**src/design/fpa_pkg.sv**
```systemverilog
`timescale 1ns / 1ps

package fpa_pkg;

  // Width of one raw operand or result word.
  localparam int DATA_W = 32;

  // Default number format, Q24.8.
  localparam int FRAC_BITS_DEF = 8;
  localparam int INT_BITS_DEF = 24;

  // Quotient bits retired by one divider stage.
  localparam int DIV_STEP_BITS = 4;

  // Operation codes.
  localparam logic [3:0] OP_ADD = 4'd0;
  localparam logic [3:0] OP_SUB = 4'd1;
  localparam logic [3:0] OP_MUL = 4'd2;
  localparam logic [3:0] OP_DIV = 4'd3;
  localparam logic [3:0] OP_INC = 4'd4;
  localparam logic [3:0] OP_DEC = 4'd5;
  localparam logic [3:0] OP_GT = 4'd6;
  localparam logic [3:0] OP_GE = 4'd7;
  localparam logic [3:0] OP_LT = 4'd8;
  localparam logic [3:0] OP_LE = 4'd9;
  localparam logic [3:0] OP_EQ = 4'd10;
  localparam logic [3:0] OP_NE = 4'd11;
  localparam logic [3:0] OP_MIN = 4'd12;
  localparam logic [3:0] OP_MAX = 4'd13;
  localparam logic [3:0] OP_FROM_INT = 4'd14;
  localparam logic [3:0] OP_TO_INT = 4'd15;

  // Per-item information that rides alongside the divider.
  typedef struct packed {
    logic [3:0]        op;
    logic [DATA_W-1:0] res;
    logic              ovf;
    logic              cond;
    logic              neg;
    logic [DATA_W-1:0] mag_a;
  } side_t;

endpackage

```
**src/design/fpa_div.sv**
```systemverilog
`timescale 1ns / 1ps

module fpa_div #(
  parameter int FRAC_BITS = fpa_pkg::FRAC_BITS_DEF,
  parameter int SIDE_W = $bits(fpa_pkg::side_t)
) (
  input  logic                                   clk,
  input  logic                                   rst_n,
  input  logic                                   en,
  input  logic                                   in_valid,
  input  logic [fpa_pkg::DATA_W+FRAC_BITS-1:0]   num,
  input  logic [fpa_pkg::DATA_W-1:0]             den,
  input  logic [SIDE_W-1:0]                      side_in,
  output logic                                   out_valid,
  output logic [((fpa_pkg::DATA_W+FRAC_BITS+fpa_pkg::DIV_STEP_BITS-1)
                 / fpa_pkg::DIV_STEP_BITS) * fpa_pkg::DIV_STEP_BITS - 1:0] quo,
  output logic [fpa_pkg::DATA_W-1:0]             rem,
  output logic [fpa_pkg::DATA_W-1:0]             den_out,
  output logic [SIDE_W-1:0]                      side_out
);
  import fpa_pkg::*;

  localparam int NUM_W = DATA_W + FRAC_BITS;
  localparam int STAGES = (NUM_W + DIV_STEP_BITS - 1) / DIV_STEP_BITS;
  localparam int PW = STAGES * DIV_STEP_BITS;

  logic              v_r    [STAGES];
  logic [PW-1:0]     num_r  [STAGES];
  logic [PW-1:0]     quo_r  [STAGES];
  logic [DATA_W-1:0] rem_r  [STAGES];
  logic [DATA_W-1:0] den_r  [STAGES];
  logic [SIDE_W-1:0] side_r [STAGES];

  genvar i;
  generate
    for (i = 0; i < STAGES; i++) begin : g_stage
      logic              v_in;
      logic [PW-1:0]     num_in;
      logic [PW-1:0]     quo_in;
      logic [DATA_W-1:0] rem_in;
      logic [DATA_W-1:0] den_in;
      logic [SIDE_W-1:0] side_in_s;
      logic [PW-1:0]     num_nxt;
      logic [PW-1:0]     quo_nxt;
      logic [DATA_W-1:0] rem_nxt;

      // Stage inputs come from the ports or from the previous stage.
      if (i == 0) begin : g_first
        assign v_in = in_valid;
        assign num_in = PW'(num);
        assign quo_in = '0;
        assign rem_in = '0;
        assign den_in = den;
        assign side_in_s = side_in;
      end else begin : g_next
        assign v_in = v_r[i-1];
        assign num_in = num_r[i-1];
        assign quo_in = quo_r[i-1];
        assign rem_in = rem_r[i-1];
        assign den_in = den_r[i-1];
        assign side_in_s = side_r[i-1];
      end

      // Restoring division, a few quotient bits per stage, MSB first.
      always_comb begin
        logic [DATA_W:0] t;
        logic            ge;
        num_nxt = num_in;
        quo_nxt = quo_in;
        rem_nxt = rem_in;
        for (int k = 0; k < DIV_STEP_BITS; k++) begin
          t = {rem_nxt, num_nxt[PW-1]};
          num_nxt = {num_nxt[PW-2:0], 1'b0};
          ge = (t >= {1'b0, den_in});
          if (ge) begin
            t = t - {1'b0, den_in};
          end
          quo_nxt = {quo_nxt[PW-2:0], ge};
          rem_nxt = t[DATA_W-1:0];
        end
      end

      // Valid bit of this stage.
      always_ff @(posedge clk) begin
        if (!rst_n) begin
          v_r[i] <= 1'b0;
        end else if (en) begin
          v_r[i] <= v_in;
        end
      end

      // Data of this stage.
      always_ff @(posedge clk) begin
        if (en) begin
          num_r[i] <= num_nxt;
          quo_r[i] <= quo_nxt;
          rem_r[i] <= rem_nxt;
          den_r[i] <= den_in;
          side_r[i] <= side_in_s;
        end
      end
    end
  endgenerate

  assign out_valid = v_r[STAGES-1];
  assign quo = quo_r[STAGES-1];
  assign rem = rem_r[STAGES-1];
  assign den_out = den_r[STAGES-1];
  assign side_out = side_r[STAGES-1];

endmodule

```
**config.mk**
```make
export PLATFORM = sky130hd
export DESIGN_NAME = fpa_div
export DESIGN_NICKNAME = d
export VERILOG_FILES = /design/src/design/fpa_pkg.sv /design/src/design/fpa_div.sv
export SDC_FILE = /design/constraint.sdc
export NUM_CORES = 2
export LEC_CHECK = 0
export ABC_AREA = 0
export ABC_CLOCK_PERIOD_IN_PS = 26800
export BUFFER_PORTS_ARGS = -buffer_cell sky130_fd_sc_hd__clkbuf_2
export CORE_UTILIZATION = 45
export CTS_CLUSTER_DIAMETER = 60
export DETAILED_ROUTE_END_ITERATION = 10
export HOLD_SLACK_MARGIN = 0.1
export PLACE_DENSITY = 0.6
export SLEW_MARGIN = 10
export SYNTH_ARGS = -nofsm -noshare
export SYNTH_HDL_FRONTEND = slang
export SYNTH_SLANG_ARGS = --single-unit
```
**constraint.sdc**
```tcl
create_clock -name clk -period 26.8 [get_ports clk]
set_clock_uncertainty 0.15 [all_clocks]
set_input_delay 4.02 -clock clk [delete_from_list [all_inputs] [get_ports clk]]
set_output_delay 4.02 -clock clk [all_outputs]
set_load 0.005 [all_outputs]
```
==> impl_metrics.env <==
export IMPL_status="completed"
export IMPL_cp_num_buf_inv=6
export IMPL_dp_cells=16200
export IMPL_initial_core_util_pct=45.3
export IMPL_antenna_found_initial=8
export IMPL_fmax_mhz=59.2
export IMPL_clk_latency_ns=0.91
export IMPL_layout_min_cycle_time_ns=16.88
export IMPL_cts_setup_buffers=0
export IMPL_vias_per_cell=5.96
export IMPL_stdcell_count=16600
export IMPL_cts_tree="yes"
export IMPL_drive_above_1_share_pct=11.7
export IMPL_cts_resized=0
export IMPL_async_reset_ff_share_pct=0
export IMPL_grt_pass1_wl_um=560000
export IMPL_syn_inst=12300
export IMPL_finalHoldViolations=0
export IMPL_portBuffers=322
export IMPL_grt_max_degree=190
export IMPL_grt_overflow=0
export IMPL_syn_num_nets=13800
export IMPL_grt_pass1_vias=94900
export IMPL_core_area_um2=283000
export IMPL_numCtsBuffers=209
export IMPL_synth_edf_count=1759
export IMPL_cp_end_kind="flip-flop"
export IMPL_fp_dieH_um=535
export IMPL_final_common_cell="edfxtp_1"
export IMPL_hp_class="reg2reg"
export IMPL_rows=195
export IMPL_cp_common_cell="a21oi_1"
export IMPL_worstPathArrival_ns=17.31
export IMPL_cp_slowest_stage_delay_ns=0.67
export IMPL_yosys_warnings=0
export IMPL_fp_dieW_um=535
export IMPL_place_congestion=0.971
export IMPL_ioPinCount=323
export IMPL_clkTransAtPathRegs_ns=0.06
export IMPL_routedWlPerCell_um=22.5
export IMPL_syn_area_um2=128000
export IMPL_ys_types=118
export IMPL_maxSlewViolCount=0
export IMPL_layout_nets=14100
export IMPL_dr_first_iter_drc_count=8238
export IMPL_setup_viol=0
export IMPL_ys_dominant_reg_cell="edfxtp_1"
export IMPL_wirelength_um=374000
export IMPL_cts_root_buffer="clkbuf_16"
export IMPL_hpwl_um=296000
export IMPL_yosysSeqAreaShare_pct=41.3
export IMPL_vias=99000
export IMPL_cp_max_fo=33
export IMPL_clockBufferDepth=4
export IMPL_holdBufCountCts=0
export IMPL_layout_common_cells="edfxtp_1, ha_1, a21oi_1"
export IMPL_firstDrtPassIters=6
export IMPL_tightest_slew_ns=1.18
export IMPL_drv_cap=0
export IMPL_r2r_slack_ns=9.92
export IMPL_finalCritPeriodShare_pct=63.0
export IMPL_clkSinkCount=1760
export IMPL_netlist_top_cells_area="edfxtp_1, ha_1, mux2_2"
export IMPL_crit_path_top_delay_cell="o21ai_4"
export IMPL_final_antenna_net_count=0
export IMPL_grt_setup_unrepaired="no"
export IMPL_synth_top_area_share_pct=41.3
export IMPL_required_ns=27.23
export IMPL_die_area_um2=287000
export IMPL_synth_top_area_cell="edfxtp_1"
export IMPL_cp_top_family="compound AO/OA/AOI/OAI gates"
export IMPL_synthToLayoutAreaGrowth_pct=9.91
export IMPL_cp_start_kind="flip-flop"
export IMPL_ys_seq_elements=1760
export IMPL_grt_usage_pct=25.1
export IMPL_syn_avg_cell_area_um2=10.4
export IMPL_crit_type="reg2reg"
export IMPL_drc=0
export IMPL_cts_max_level=4
export IMPL_finalSetupTns_ns=0
export IMPL_slew_headroom_pct=21.4
==> routing by layer <==
| metal | global-route usage (%) | vias up | part of all wire [%] |
|---|---|---|---|
| met5 | 0 | - | 0.0070 |
| met4 | 7.81 | 4 | 3.2 |
| met3 | 3.08 | 557 | 5.7 |
| met2 | 40.4 | 3077 | 45 |
| met1 | 35.3 | 48200 | 46 |
| li1 | - | 47200 | - |
==> worst register-to-register path: cells and delay by family, from the launching register on <==
| family | cells | cell delay [ns] |
|---|---|---|
| adders and majority gates | 4 | 1.47 |
| buffers and inverters | 6 | 2.06 |
| DFF | 1 | 0.56 |
| and+or+nand+nor | 8 | 1.51 |
| AOI/OAI and AO/OA | 31 | 9.40 |
| muxes | 3 | 1.43 |
==> Yosys cell counts (all sizes together) (139+ instances only) <==
cell type	count
nand2	765
edfxtp	1759
ha	1250
nand3	216
xor2	314
mux2	692
o21a	191
nor2	766
inv	736
a21o	557
nand4	170
nand2b	153
o21ai	784
a21oi	1117
nor3	212
xnor2	681
o21bai	139
nor2b	169
==> cells by family (layout without fill, tap and decap cells) <==
family	count (synthesis)	count (layout)	synth area share, %
AOI/OAI and AO/OA	3658	3658	18.3
and+or+nand+nor	2923	2923	11.1
DFF	1760	1760	41.3
adders and majority gates	1289	1289	12.8
xor gates and xnor gates	995	995	6.81
buffers and inverters	953	1489	2.92
muxes	760	760	6.79
other	0	4	0
==> final timing paths <==
check	from	end	depth (start not counted)
setup / recovery	den_r[7][5]$_DFFE_PP_	rem_r[8][29]$_DFFE_PP_	52
hold reg to reg	num_r[3][13]$_DFFE_PP_	num_r[4][17]$_DFFE_PP_	0
hold / removal	num_r[3][13]$_DFFE_PP_	num_r[4][17]$_DFFE_PP_	0
setup reg to reg	den_r[7][5]$_DFFE_PP_	rem_r[8][29]$_DFFE_PP_	52
==> sequential cells by signal, summed over array words and instances, names as in the netlist <==
| name | cells |
|---|---|
| side_r | 710 |
| den_r | 320 |
| rem_r | 320 |
| quo_r | 220 |
| num_r | 180 |
| v_r | 10 |
==> cell type report <==
class,count,area [µm²]
fillers,25600,142000
multi-input cells,9625,71600
flip-flops and latches,1760,52800
clock buffers,242,5400
well taps,3743,4680
inverters,737,2770
repair buffers,380,2100
clock inverters,130,1370
diodes,4,10.0
==> metrics by stage <==
stage / setup slack, ns / hold slack [ns] / util (%) / area (µm²)
finish: 9.92 / 0.220 / 49.8 / 141000
global route: 8.87 / 0.216 / 49.8 / 141000
CTS: 10.20 / 0.209 / 49.8 / 141000
detailed placement: 9.34 / 0.255 / 47.4 / 134000
global placement: 9.54 / 0.250 / 47.4 / 134000
floorplan: 11.73 / 0.250 / - / 128000
Power is left out: the tool's default activity adds up to more than one toggle a clock period on the data nets, which glitch-free logic cannot reach.
